[src/design/pcrc_pkg.sv]
`timescale 1ns / 1ps

package pcrc_pkg;

    // coordinate width of every point, edge and result field
    localparam int COORD_WIDTH = 16;

    // queue depths between the front, the back and the result port
    localparam int JOB_FIFO_DEPTH = 2;
    localparam int RES_FIFO_DEPTH = 2;

    // configuration port
    localparam int CFG_IDX_W = 3;
    localparam logic [CFG_IDX_W-1:0] REG_CLIP_LEFT   = 3'd0;
    localparam logic [CFG_IDX_W-1:0] REG_CLIP_RIGHT  = 3'd1;
    localparam logic [CFG_IDX_W-1:0] REG_CLIP_TOP    = 3'd2;
    localparam logic [CFG_IDX_W-1:0] REG_CLIP_BOTTOM = 3'd3;

    typedef logic signed [COORD_WIDTH-1:0] coord_t;

    localparam coord_t RST_CLIP_LEFT   = coord_t'(0);
    localparam coord_t RST_CLIP_RIGHT  = coord_t'(639);
    localparam coord_t RST_CLIP_TOP    = coord_t'(0);
    localparam coord_t RST_CLIP_BOTTOM = coord_t'(479);

    // pen commands
    localparam logic CMD_MOVE = 1'b0;
    localparam logic CMD_LINE = 1'b1;

    typedef struct packed {
        coord_t clip_left;
        coord_t clip_right;
        coord_t clip_top;
        coord_t clip_bottom;
    } cfg_t;

    typedef struct packed {
        coord_t point_x;
        coord_t point_y;
        logic   first_point;
    } in_t;

    typedef struct packed {
        logic   command;
        coord_t out_x;
        coord_t out_y;
        logic   last_of_run;
    } out_t;

    typedef enum logic [1:0] {
        JOB_FIRST = 2'd0,   // move to the vertex
        JOB_LINE  = 2'd1,   // line to the vertex
        JOB_EXIT  = 2'd2,   // inside to outside crossing
        JOB_ENTER = 2'd3    // outside to inside crossing
    } job_kind_t;

    // in_x/in_y: the inside point (or the vertex itself), out_x/out_y: the outside point
    typedef struct packed {
        job_kind_t kind;
        coord_t    in_x;
        coord_t    in_y;
        coord_t    out_x;
        coord_t    out_y;
    } job_t;

endpackage

[src/design/pcrc_fifo.sv]
`timescale 1ns / 1ps

module pcrc_fifo #(
    parameter int WIDTH = 8,
    parameter int DEPTH = 2
) (
    input  logic             clk,
    input  logic             rst_n,
    input  logic             push,
    input  logic [WIDTH-1:0] din,
    output logic             full,
    input  logic             pop,
    output logic [WIDTH-1:0] dout,
    output logic             empty
);

    localparam int PTR_W = (DEPTH > 1) ? $clog2(DEPTH) : 1;
    localparam int CNT_W = $clog2(DEPTH + 1);

    logic [WIDTH-1:0] mem_reg [DEPTH];
    logic [PTR_W-1:0] wr_ptr_reg, wr_ptr_next;
    logic [PTR_W-1:0] rd_ptr_reg, rd_ptr_next;
    logic [CNT_W-1:0] count_reg, count_next;
    logic             wr_en;
    logic             rd_en;

    assign full  = (count_reg == CNT_W'(DEPTH));
    assign empty = (count_reg == '0);
    assign wr_en = push && !full;
    assign rd_en = pop && !empty;
    assign dout  = mem_reg[rd_ptr_reg];

    always_comb
    begin
        wr_ptr_next = wr_ptr_reg;
        rd_ptr_next = rd_ptr_reg;
        count_next  = count_reg;
        if (wr_en)
        begin
            wr_ptr_next = (wr_ptr_reg == PTR_W'(DEPTH - 1)) ? '0 : wr_ptr_reg + PTR_W'(1);
        end
        if (rd_en)
        begin
            rd_ptr_next = (rd_ptr_reg == PTR_W'(DEPTH - 1)) ? '0 : rd_ptr_reg + PTR_W'(1);
        end
        if (wr_en && !rd_en)
        begin
            count_next = count_reg + CNT_W'(1);
        end
        else if (rd_en && !wr_en)
        begin
            count_next = count_reg - CNT_W'(1);
        end
    end

    always_ff @(posedge clk or negedge rst_n)
    begin
        if (!rst_n)
        begin
            wr_ptr_reg <= '0;
            rd_ptr_reg <= '0;
            count_reg  <= '0;
        end
        else
        begin
            wr_ptr_reg <= wr_ptr_next;
            rd_ptr_reg <= rd_ptr_next;
            count_reg  <= count_next;
        end
    end

    always_ff @(posedge clk)
    begin
        if (wr_en)
        begin
            mem_reg[wr_ptr_reg] <= din;
        end
    end

    // a refused push leaves the fill level alone
    a_full_push_dropped: assert property (@(posedge clk) disable iff (!rst_n)
        (push && full && !pop) |=> $stable(count_reg))
        else $error("queue fill level moved on a refused push");

endmodule

[src/design/pcrc_front.sv]
`timescale 1ns / 1ps

module pcrc_front (
    input  logic             clk,
    input  logic             rst_n,
    input  logic             push,
    output logic             full,
    input  pcrc_pkg::in_t    vertex,
    input  pcrc_pkg::cfg_t   cfg,
    input  logic             job_full,
    output logic             job_push,
    output pcrc_pkg::job_t   job
);

    pcrc_pkg::coord_t prev_x_reg, prev_x_next;
    pcrc_pkg::coord_t prev_y_reg, prev_y_next;
    logic             prev_inside_reg, prev_inside_next;
    logic             accept;
    logic             vtx_inside;
    logic             emits;

    assign full   = job_full;
    assign accept = push && !job_full;
    assign vtx_inside = (cfg.clip_left <= vertex.point_x) && (vertex.point_x <= cfg.clip_right) &&
                        (cfg.clip_top <= vertex.point_y) && (vertex.point_y <= cfg.clip_bottom);

    always_comb
    begin
        job.kind  = pcrc_pkg::JOB_FIRST;
        job.in_x  = vertex.point_x;
        job.in_y  = vertex.point_y;
        job.out_x = prev_x_reg;
        job.out_y = prev_y_reg;
        emits     = 1'b1;
        if (vertex.first_point)
        begin
            job.kind = pcrc_pkg::JOB_FIRST;
        end
        else if (prev_inside_reg && vtx_inside)
        begin
            job.kind = pcrc_pkg::JOB_LINE;
        end
        else if (prev_inside_reg)
        begin
            job.kind  = pcrc_pkg::JOB_EXIT;
            job.in_x  = prev_x_reg;
            job.in_y  = prev_y_reg;
            job.out_x = vertex.point_x;
            job.out_y = vertex.point_y;
        end
        else if (vtx_inside)
        begin
            job.kind = pcrc_pkg::JOB_ENTER;
        end
        else
        begin
            // outside to outside: nothing to draw
            emits = 1'b0;
        end
    end

    assign job_push = accept && emits;

    always_comb
    begin
        prev_x_next      = prev_x_reg;
        prev_y_next      = prev_y_reg;
        prev_inside_next = prev_inside_reg;
        if (accept)
        begin
            prev_x_next      = vertex.point_x;
            prev_y_next      = vertex.point_y;
            prev_inside_next = vtx_inside;
        end
    end

    always_ff @(posedge clk or negedge rst_n)
    begin
        if (!rst_n)
        begin
            prev_x_reg      <= '0;
            prev_y_reg      <= '0;
            prev_inside_reg <= 1'b0;
        end
        else
        begin
            prev_x_reg      <= prev_x_next;
            prev_y_reg      <= prev_y_next;
            prev_inside_reg <= prev_inside_next;
        end
    end

endmodule

[src/design/pcrc_back.sv]
`timescale 1ns / 1ps

module pcrc_back (
    input  logic             clk,
    input  logic             rst_n,
    input  pcrc_pkg::cfg_t   cfg,
    input  logic             job_empty,
    input  pcrc_pkg::job_t   job,
    output logic             job_pop,
    input  logic             res_full,
    output logic             res_push,
    output pcrc_pkg::out_t   res
);

    localparam int CW    = pcrc_pkg::COORD_WIDTH;
    localparam int DW    = CW + 1;          // magnitudes and divisor
    localparam int QW    = 2 * DW;          // product, dividend and quotient
    localparam int VW    = QW + 2;          // interpolated value before range check
    localparam int CNT_W = $clog2(QW);

    typedef enum logic [6:0] {
        S_IDLE  = 7'b0000001,
        S_SETUP = 7'b0000010,
        S_MUL   = 7'b0000100,
        S_DIV   = 7'b0001000,
        S_FIX   = 7'b0010000,
        S_EMIT0 = 7'b0100000,
        S_EMIT1 = 7'b1000000
    } state_t;

    state_t             state_reg, state_next;
    logic               pass_reg, pass_next;        // 0: x edge, 1: y edge
    logic [CNT_W-1:0]   cnt_reg, cnt_next;
    pcrc_pkg::job_t     job_reg, job_next;
    logic [DW-1:0]      a_reg, a_next;
    logic [DW-1:0]      b_reg, b_next;
    logic [DW-1:0]      d_reg, d_next;
    logic               neg_reg, neg_next;
    pcrc_pkg::coord_t   io_reg, io_next;
    pcrc_pkg::coord_t   edge_reg, edge_next;
    logic [DW-1:0]      rem_reg, rem_next;
    logic [QW-1:0]      lo_reg, lo_next;
    logic [QW-1:0]      q_reg, q_next;
    pcrc_pkg::coord_t   bx_reg, bx_next;
    pcrc_pkg::coord_t   by_reg, by_next;

    // setup: operands for the current pass
    pcrc_pkg::coord_t   ip, io, op, oo, edge_sel;
    logic               lo_side;
    logic               cond;
    logic signed [DW-1:0] den, dn, dp;
    logic [DW-1:0]      den_abs, dn_abs, dp_abs;

    // multiply and divide
    logic [QW-1:0]      prod;
    logic [DW:0]        trial;
    logic [DW:0]        diff;
    logic               ge;

    // fix-up
    logic signed [VW-1:0] io_ext, q_ext, vsum, vfix, top_ext, bot_ext;
    logic               in_range;

    always_comb
    begin
        if (!pass_reg)
        begin
            ip       = job_reg.in_x;
            io       = job_reg.in_y;
            op       = job_reg.out_x;
            oo       = job_reg.out_y;
            lo_side  = op < cfg.clip_left;
            edge_sel = lo_side ? cfg.clip_left : cfg.clip_right;
            cond     = (lo_side && ip >= cfg.clip_left) ||
                       (op > cfg.clip_right && ip <= cfg.clip_right);
        end
        else
        begin
            ip       = job_reg.in_y;
            io       = job_reg.in_x;
            op       = job_reg.out_y;
            oo       = job_reg.out_x;
            lo_side  = op < cfg.clip_top;
            edge_sel = lo_side ? cfg.clip_top : cfg.clip_bottom;
            cond     = (lo_side && ip >= cfg.clip_top) ||
                       (op > cfg.clip_bottom && ip <= cfg.clip_bottom);
        end
        den     = {op[CW-1], op} - {ip[CW-1], ip};
        dn      = {oo[CW-1], oo} - {io[CW-1], io};
        dp      = {edge_sel[CW-1], edge_sel} - {ip[CW-1], ip};
        den_abs = den[DW-1] ? (~den + DW'(1)) : den;
        dn_abs  = dn[DW-1]  ? (~dn + DW'(1))  : dn;
        dp_abs  = dp[DW-1]  ? (~dp + DW'(1))  : dp;
    end

    assign prod  = a_reg * b_reg;
    assign trial = {rem_reg, lo_reg[QW-1]};
    assign diff  = trial - {1'b0, d_reg};
    assign ge    = trial >= {1'b0, d_reg};

    // truncate toward zero after the floor of the magnitude
    always_comb
    begin
        io_ext  = {{(VW-CW){io_reg[CW-1]}}, io_reg};
        q_ext   = {2'b00, q_reg};
        top_ext = {{(VW-CW){cfg.clip_top[CW-1]}}, cfg.clip_top};
        bot_ext = {{(VW-CW){cfg.clip_bottom[CW-1]}}, cfg.clip_bottom};
        vsum    = neg_reg ? (io_ext - q_ext) : (io_ext + q_ext);
        vfix    = vsum;
        if (rem_reg != '0)
        begin
            if (!neg_reg && vsum[VW-1])
            begin
                vfix = vsum + VW'(1);
            end
            else if (neg_reg && !vsum[VW-1] && vsum != '0)
            begin
                vfix = vsum - VW'(1);
            end
        end
        in_range = (vfix >= top_ext) && (vfix <= bot_ext);
    end

    assign job_pop  = (state_reg == S_IDLE) && !job_empty;
    assign res_push = ((state_reg == S_EMIT0) || (state_reg == S_EMIT1)) && !res_full;

    always_comb
    begin
        res.command     = pcrc_pkg::CMD_MOVE;
        res.out_x       = job_reg.in_x;
        res.out_y       = job_reg.in_y;
        res.last_of_run = (state_reg == S_EMIT1);
        if (state_reg == S_EMIT0)
        begin
            if (job_reg.kind != pcrc_pkg::JOB_EXIT)
            begin
                res.out_x = bx_reg;
                res.out_y = by_reg;
            end
        end
        else
        begin
            unique case (job_reg.kind)
                pcrc_pkg::JOB_FIRST:
                begin
                    res.command = pcrc_pkg::CMD_MOVE;
                end
                pcrc_pkg::JOB_LINE, pcrc_pkg::JOB_ENTER:
                begin
                    res.command = pcrc_pkg::CMD_LINE;
                end
                pcrc_pkg::JOB_EXIT:
                begin
                    res.command = pcrc_pkg::CMD_LINE;
                    res.out_x   = bx_reg;
                    res.out_y   = by_reg;
                end
                default:
                begin
                    res.command = pcrc_pkg::CMD_MOVE;
                end
            endcase
        end
    end

    always_comb
    begin
        state_next = state_reg;
        pass_next  = pass_reg;
        cnt_next   = cnt_reg;
        job_next   = job_reg;
        a_next     = a_reg;
        b_next     = b_reg;
        d_next     = d_reg;
        neg_next   = neg_reg;
        io_next    = io_reg;
        edge_next  = edge_reg;
        rem_next   = rem_reg;
        lo_next    = lo_reg;
        q_next     = q_reg;
        bx_next    = bx_reg;
        by_next    = by_reg;
        unique case (state_reg)
            S_IDLE:
            begin
                if (!job_empty)
                begin
                    job_next  = job;
                    pass_next = 1'b0;
                    if (job.kind == pcrc_pkg::JOB_FIRST || job.kind == pcrc_pkg::JOB_LINE)
                    begin
                        state_next = S_EMIT1;
                    end
                    else
                    begin
                        state_next = S_SETUP;
                    end
                end
            end
            S_SETUP:
            begin
                if (cond)
                begin
                    a_next     = dn_abs;
                    b_next     = dp_abs;
                    d_next     = den_abs;
                    neg_next   = dn[DW-1] ^ den[DW-1] ^ dp[DW-1];
                    io_next    = io;
                    edge_next  = edge_sel;
                    state_next = S_MUL;
                end
                else if (!pass_reg)
                begin
                    pass_next = 1'b1;
                end
                else
                begin
                    // no edge fits: fall back to the outside point
                    bx_next    = job_reg.out_x;
                    by_next    = job_reg.out_y;
                    state_next = S_EMIT0;
                end
            end
            S_MUL:
            begin
                // whole product is divided: on an inverted rectangle the
                // quotient can run well past the coordinate range
                rem_next   = '0;
                lo_next    = prod;
                q_next     = '0;
                cnt_next   = '0;
                state_next = S_DIV;
            end
            S_DIV:
            begin
                rem_next = ge ? diff[DW-1:0] : trial[DW-1:0];
                q_next   = {q_reg[QW-2:0], ge};
                lo_next  = {lo_reg[QW-2:0], 1'b0};
                cnt_next = cnt_reg + CNT_W'(1);
                if (cnt_reg == CNT_W'(QW - 1))
                begin
                    state_next = S_FIX;
                end
            end
            S_FIX:
            begin
                if (!pass_reg)
                begin
                    if (in_range)
                    begin
                        bx_next    = edge_reg;
                        by_next    = vfix[CW-1:0];
                        state_next = S_EMIT0;
                    end
                    else
                    begin
                        pass_next  = 1'b1;
                        state_next = S_SETUP;
                    end
                end
                else
                begin
                    bx_next    = vfix[CW-1:0];
                    by_next    = edge_reg;
                    state_next = S_EMIT0;
                end
            end
            S_EMIT0:
            begin
                if (!res_full)
                begin
                    state_next = S_EMIT1;
                end
            end
            S_EMIT1:
            begin
                if (!res_full)
                begin
                    state_next = S_IDLE;
                end
            end
            default:
            begin
                state_next = S_IDLE;
            end
        endcase
    end

    always_ff @(posedge clk or negedge rst_n)
    begin
        if (!rst_n)
        begin
            state_reg <= S_IDLE;
            pass_reg  <= 1'b0;
            cnt_reg   <= '0;
        end
        else
        begin
            state_reg <= state_next;
            pass_reg  <= pass_next;
            cnt_reg   <= cnt_next;
        end
    end

    always_ff @(posedge clk)
    begin
        job_reg  <= job_next;
        a_reg    <= a_next;
        b_reg    <= b_next;
        d_reg    <= d_next;
        neg_reg  <= neg_next;
        io_reg   <= io_next;
        edge_reg <= edge_next;
        rem_reg  <= rem_next;
        lo_reg   <= lo_next;
        q_reg    <= q_next;
        bx_reg   <= bx_next;
        by_reg   <= by_next;
    end

    a_div_nonzero: assert property (@(posedge clk) disable iff (!rst_n)
        (state_reg == S_MUL) |-> (d_reg != '0))
        else $error("boundary interpolation started with a zero divisor");

    a_rem_below_div: assert property (@(posedge clk) disable iff (!rst_n)
        (state_reg == S_DIV) |-> (rem_reg < d_reg))
        else $error("divider remainder not below divisor");

    a_rem_final: assert property (@(posedge clk) disable iff (!rst_n)
        (state_reg == S_FIX) |-> (rem_reg < d_reg))
        else $error("final remainder not below divisor");

endmodule

[src/design/polyline_rect_clipper_top.sv]
`timescale 1ns / 1ps

// Polyline clipper against an inclusive rectangle. Vertices are pushed in as
// transactions on a queue-style port (push/full) and pen commands come out of a
// queue-style port (empty/pop); each vertex gives zero, one or two commands and
// last_of_run marks the final one. The front takes one vertex per cycle while the
// job queue has room: it tests the vertex against the rectangle, keeps the
// previous vertex, and queues a job unless both vertices are outside. The back works
// on one job at a time. Move and inside-to-inside line jobs go from idle straight to
// the final emit state. A crossing needs the boundary point: each edge tried goes
// through setup, multiply, divide and fix-up, the divide done by the one-bit-per-cycle
// restoring divider in the back sequencer, which runs over the whole product; the x
// edge is tried first, the y edge when the x edge does not fit. A full result queue
// stalls the emit states. The four clip registers are written through cfg_valid/cfg_ready and
// should only change while no vertex is in flight; indexes beyond the register
// list are ignored. Reset rectangle is 0..639 by 0..479.
module polyline_rect_clipper_top #(
    parameter int JOB_DEPTH = pcrc_pkg::JOB_FIFO_DEPTH,
    parameter int RES_DEPTH = pcrc_pkg::RES_FIFO_DEPTH
) (
    input  logic                              clk,
    input  logic                              rst_n,
    // vertex transactions
    input  logic                              push,
    output logic                              full,
    input  pcrc_pkg::in_t                     vertex,
    // command transactions
    output logic                              empty,
    input  logic                              pop,
    output pcrc_pkg::out_t                    result,
    // register writes
    input  logic                              cfg_valid,
    output logic                              cfg_ready,
    input  logic [pcrc_pkg::CFG_IDX_W-1:0]    cfg_index,
    input  pcrc_pkg::coord_t                  cfg_data
);

    pcrc_pkg::cfg_t  cfg_reg, cfg_next;

    logic            job_push;
    logic            job_full;
    logic            job_pop;
    logic            job_empty;
    pcrc_pkg::job_t  job_in;
    pcrc_pkg::job_t  job_out;
    logic [$bits(pcrc_pkg::job_t)-1:0] job_dout;

    logic            res_push;
    logic            res_full;
    pcrc_pkg::out_t  res_in;
    logic [$bits(pcrc_pkg::out_t)-1:0] res_dout;

    // register bank: writes are always taken
    assign cfg_ready = 1'b1;

    always_comb
    begin
        cfg_next = cfg_reg;
        if (cfg_valid && cfg_ready)
        begin
            unique case (cfg_index)
                pcrc_pkg::REG_CLIP_LEFT:   cfg_next.clip_left   = cfg_data;
                pcrc_pkg::REG_CLIP_RIGHT:  cfg_next.clip_right  = cfg_data;
                pcrc_pkg::REG_CLIP_TOP:    cfg_next.clip_top    = cfg_data;
                pcrc_pkg::REG_CLIP_BOTTOM: cfg_next.clip_bottom = cfg_data;
                default:                   cfg_next = cfg_reg;
            endcase
        end
    end

    always_ff @(posedge clk or negedge rst_n)
    begin
        if (!rst_n)
        begin
            cfg_reg.clip_left   <= pcrc_pkg::RST_CLIP_LEFT;
            cfg_reg.clip_right  <= pcrc_pkg::RST_CLIP_RIGHT;
            cfg_reg.clip_top    <= pcrc_pkg::RST_CLIP_TOP;
            cfg_reg.clip_bottom <= pcrc_pkg::RST_CLIP_BOTTOM;
        end
        else
        begin
            cfg_reg <= cfg_next;
        end
    end

    // front: classify and keep the previous vertex
    pcrc_front u_front (
        .clk      (clk),
        .rst_n    (rst_n),
        .push     (push),
        .full     (full),
        .vertex   (vertex),
        .cfg      (cfg_reg),
        .job_full (job_full),
        .job_push (job_push),
        .job      (job_in)
    );

    // jobs between front and back
    pcrc_fifo #(
        .WIDTH ($bits(pcrc_pkg::job_t)),
        .DEPTH (JOB_DEPTH)
    ) u_job_fifo (
        .clk   (clk),
        .rst_n (rst_n),
        .push  (job_push),
        .din   (job_in),
        .full  (job_full),
        .pop   (job_pop),
        .dout  (job_dout),
        .empty (job_empty)
    );

    assign job_out = pcrc_pkg::job_t'(job_dout);

    // back: boundary point and command sequencing
    pcrc_back u_back (
        .clk       (clk),
        .rst_n     (rst_n),
        .cfg       (cfg_reg),
        .job_empty (job_empty),
        .job       (job_out),
        .job_pop   (job_pop),
        .res_full  (res_full),
        .res_push  (res_push),
        .res       (res_in)
    );

    // result queue: holds commands while the consumer stalls; the back waits when it is full
    pcrc_fifo #(
        .WIDTH ($bits(pcrc_pkg::out_t)),
        .DEPTH (RES_DEPTH)
    ) u_res_fifo (
        .clk   (clk),
        .rst_n (rst_n),
        .push  (res_push),
        .din   (res_in),
        .full  (res_full),
        .pop   (pop),
        .dout  (res_dout),
        .empty (empty)
    );

    assign result = pcrc_pkg::out_t'(res_dout);

endmodule

[config.mk]
export PLATFORM = sky130hd
export DESIGN_NAME = polyline_rect_clipper_top
export DESIGN_NICKNAME = d
export VERILOG_FILES = /design/src/design/pcrc_pkg.sv /design/src/design/pcrc_fifo.sv /design/src/design/pcrc_front.sv /design/src/design/pcrc_back.sv /design/src/design/polyline_rect_clipper_top.sv
export SDC_FILE = /design/constraint.sdc
export NUM_CORES = 2
export LEC_CHECK = 0
export ABC_AREA = 1
export BUFFER_PORTS_ARGS = -buffer_cell sky130_fd_sc_hd__buf_4
export CAP_MARGIN = 20
export CORE_ASPECT_RATIO = 1.75
export CORE_MARGIN = 4
export CORE_UTILIZATION = 35
export DETAILED_ROUTE_END_ITERATION = 10
export PLACE_DENSITY = 0.54
export SYNTH_ARGS = -nofsm -noshare
export SYNTH_HDL_FRONTEND = slang
export SYNTH_HIERARCHICAL = 1
export SYNTH_SLANG_ARGS = --single-unit
[constraint.sdc]
create_clock -name clk -period 8.07 [get_ports clk]
set_input_delay 0.807 -clock clk [delete_from_list [all_inputs] [get_ports clk]]
set_output_delay 0.807 -clock clk [all_outputs]
set_load 0.01 [all_outputs]
==> results.md <==
* Status: complete, no violations
* Register area at about 17,000 µm²
* CTS tree: built
* Max stage delay on crit path at roughly 0.44 ns
* Synth area leader: edfxtp_1
* Tot GR Track Use at 21.91%
* Initial antenna violation count at 1
* Max frequency at around 130 MHz
* Worst setup SP type: register
* Detailed-route via count at between 40,000 and 50,000
* Bufs and invs on worst path at 8
* Cell area after layout at 56,160 µm²
* Share of the yosys chip area belonging to registers at between 30% and 40%
* Worst-path maximum fanout at 8
* Area grow syn2layout at 10.22%
* H-tree depth at 2
* Layout Nets at between 7,000 and 8,000
* Crit-path slowest cell: nor3_1
* ANT nets after route at 0
* Clock transition at path regs at 0.06 ns
* DRT Pass-1 Iters at 8
* Die Ht at approximately 510 µm
* Initial drt markers at around 2,600
* Final HPWL DP at 136.4 mm
* Filler cells at approximately 15,000
* Synth unique cells at 67
* Initial Utilization at about a third
* CP Class: register to register
* Post-Route WL at around 170 mm
* First-pass GRT wire length at approximately 250 mm
* CP Capture Type: register
* # rows at 185
* Tcrit/Tclk final at approximately 94%
* Final setup violation count at 0
* Mapped Avg Cell Area at 7.824 µm²
* CP Data Required Time at 8.45 ns
* Syn. warnings at 6
* Worst min-delay path class: input pin to asynchronous set/reset pin
* CTS sink cnt at 586
* Top cells by area, synth: edfxtp_1 (28%), nand2_1 (14%), ha_1 (12%)
* Die width at just under 300 µm
* CTS Buf Count at 59
* Remaining global-route overflow at 0
* Final Hold Viols at 0
* Start point of the critical path: u_back/q_reg[0]
* Total die area at approximately 150,000 µm²
* Cell Area, Synth at approximately 51,000 µm²
* TNS Setup at 0 ns
* Synth async-reset ratio at about a fifth
* Commonest non-fill, non-tap cells in the layout: nand2_1 (1,955), inv_1 (1,078), ha_1 (481)
* Worst hold slack at 0.1083 ns
* Mapped Cells at between 6,000 and 7,000
* Clock buffer depth at 3
* Vias in the first global route at ~43,000
* Critical R2R Launch: u_back/q_reg[0]
* Main synth FF type: edfxtp_1
* Clk Latency, worst-skew pair at roughly 0.70 ns
* # DRC at 0
* Hold buffers post-CTS at 0
* Core area at about 140,000 µm²
* Largest net degree at the start of global routing at between 80 and 90
* #FFs+latches synth at a little under 600
* Syn_nets at between 7,000 and 8,000
* Top cell type's share of synthesized area at roughly 28%
* Layout cells sized above 1 at under 10%
* Least-Margin Pin Slew at approximately 1.1 ns
* Commonest non-fill, non-tap cell in the layout: nand2_1
* Post-synth EDFFs at around 470
* Routed wire per std cell at 19.81 µm
* Area of the multi-input gates at just under 30,000 µm²
* Root Buffer: clkbuf_16
* I/O Pins at 94
* Relative slew margins at around a quarter
* Fin crit period at 7.608 ns
* Worst EP arrival at 7.99 ns
* Most used cell, CP: nand2_1
* Max reg flops at 132
* Vias/cell at between 5 and 6
* PortBufs at 92
* Maxcap violations at 0
* Post-DP Area at 53,850 µm²
* Delay-heaviest family, CP: simple AND/OR/NAND/NOR gates
* Worst Skew at about 0.063 ns
* Slew Viols, Final at 0
* RePlAce Congestion at about 0.94
==> worst paths after layout <==
path / endpoint / slack, ns / cells past startpoint
max: u_back/by_reg[5] / 0.46 / 40
max reg2reg: u_back/by_reg[5] / 0.46 / 40
min in group clk: cfg_reg[1] / 0.37 / 3
min: u_job_fifo/count_reg[1] / 0.11 / 1
min reg2reg: u_res_fifo/wr_ptr_reg / 0.48 / 2
max in group asynchronous: u_front/prev_y_reg[10] / 6.58 / 2
==> cells by family after synthesis <==
kind of cell / Yosys count / synth area share (%)
AO/OA/AOI/OAI: 737 / 7.816
adder cells (fa/ha/maj): 710 / 20.81
buffers and inverters: 1317 / 10.17
AND/OR/NAND/NOR: 2990 / 24.73
XOR/XNOR: 170 / 3.018
flip-flops: 586 / 33.41
multiplexers: 2 / 0.03929
other: 1 / 0.007359
==> per-stage QoR <==
step,cells,setup slack (ns),util (%)
2_1_floorplan,6513,0.7955,-
3_3_place_gp,8364,0.5351,37.16
3_5_place_dp,8364,0.4979,37.16
4_1_cts,8475,0.4370,38.61
5_1_grt,8483,-0.01401,38.76
6_report,8483,0.4623,38.76
==> worst reg2reg max path: cells and delay by family (launching register included) <==
kind,cells,cell delay [ns]
AOI/OAI and AO/OA,3,0.58
xor gates and xnor gates,1,0.17
adders and majority gates,3,0.82
buffers and inverters,8,1.19
DFF,1,0.42
and+or+nand+nor,25,4.18
==> per-layer routing <==
metal  part of all wire, %  GRT usage (%)
met1                    35          21.86
met2                    54          42.37
met3                   2.7          1.532
met4                   8.7          15.17
met5                     0              0
==> synthesized netlist by cell type (21+ instances only) <==
cell type / n
a21oi_1: 331
buf_2: 26
clkbuf_1: 142
dfrtp_1: 102
edfxtp_1: 467
fa_1: 229
ha_1: 481
inv_1: 1083
nand2_1: 1961
nand2_2: 52
nand3_1: 335
nand3b_1: 21
nand4_1: 69
nor2_1: 373
nor2_2: 22
nor3_1: 61
o21ai_0: 278
xnor2_1: 33
xor2_1: 132
==> layout make-up <==
| cell class | count | share of cell area, % |
|---|---|---|
| well taps | 1870 | 4.166 |
| flip-flops and latches | 586 | 30.32 |
| multi-input cells | 4610 | 51.46 |
| clock inverters | 32 | 0.7730 |
| repair buffers | 198 | 2.905 |
| clock buffers | 79 | 2.963 |
| inverters | 1107 | 7.407 |
| diodes | 1 | 0.004456 |
==> repair_timing <==
action	4_1_cts	5_1_grt
setup endpoints to repair	0	32
buffers inserted	0	2
gates resized for setup	0	27
Power is left out: the tool's default activity adds up to more than one toggle a clock period on the data nets, which glitch-free logic cannot reach.
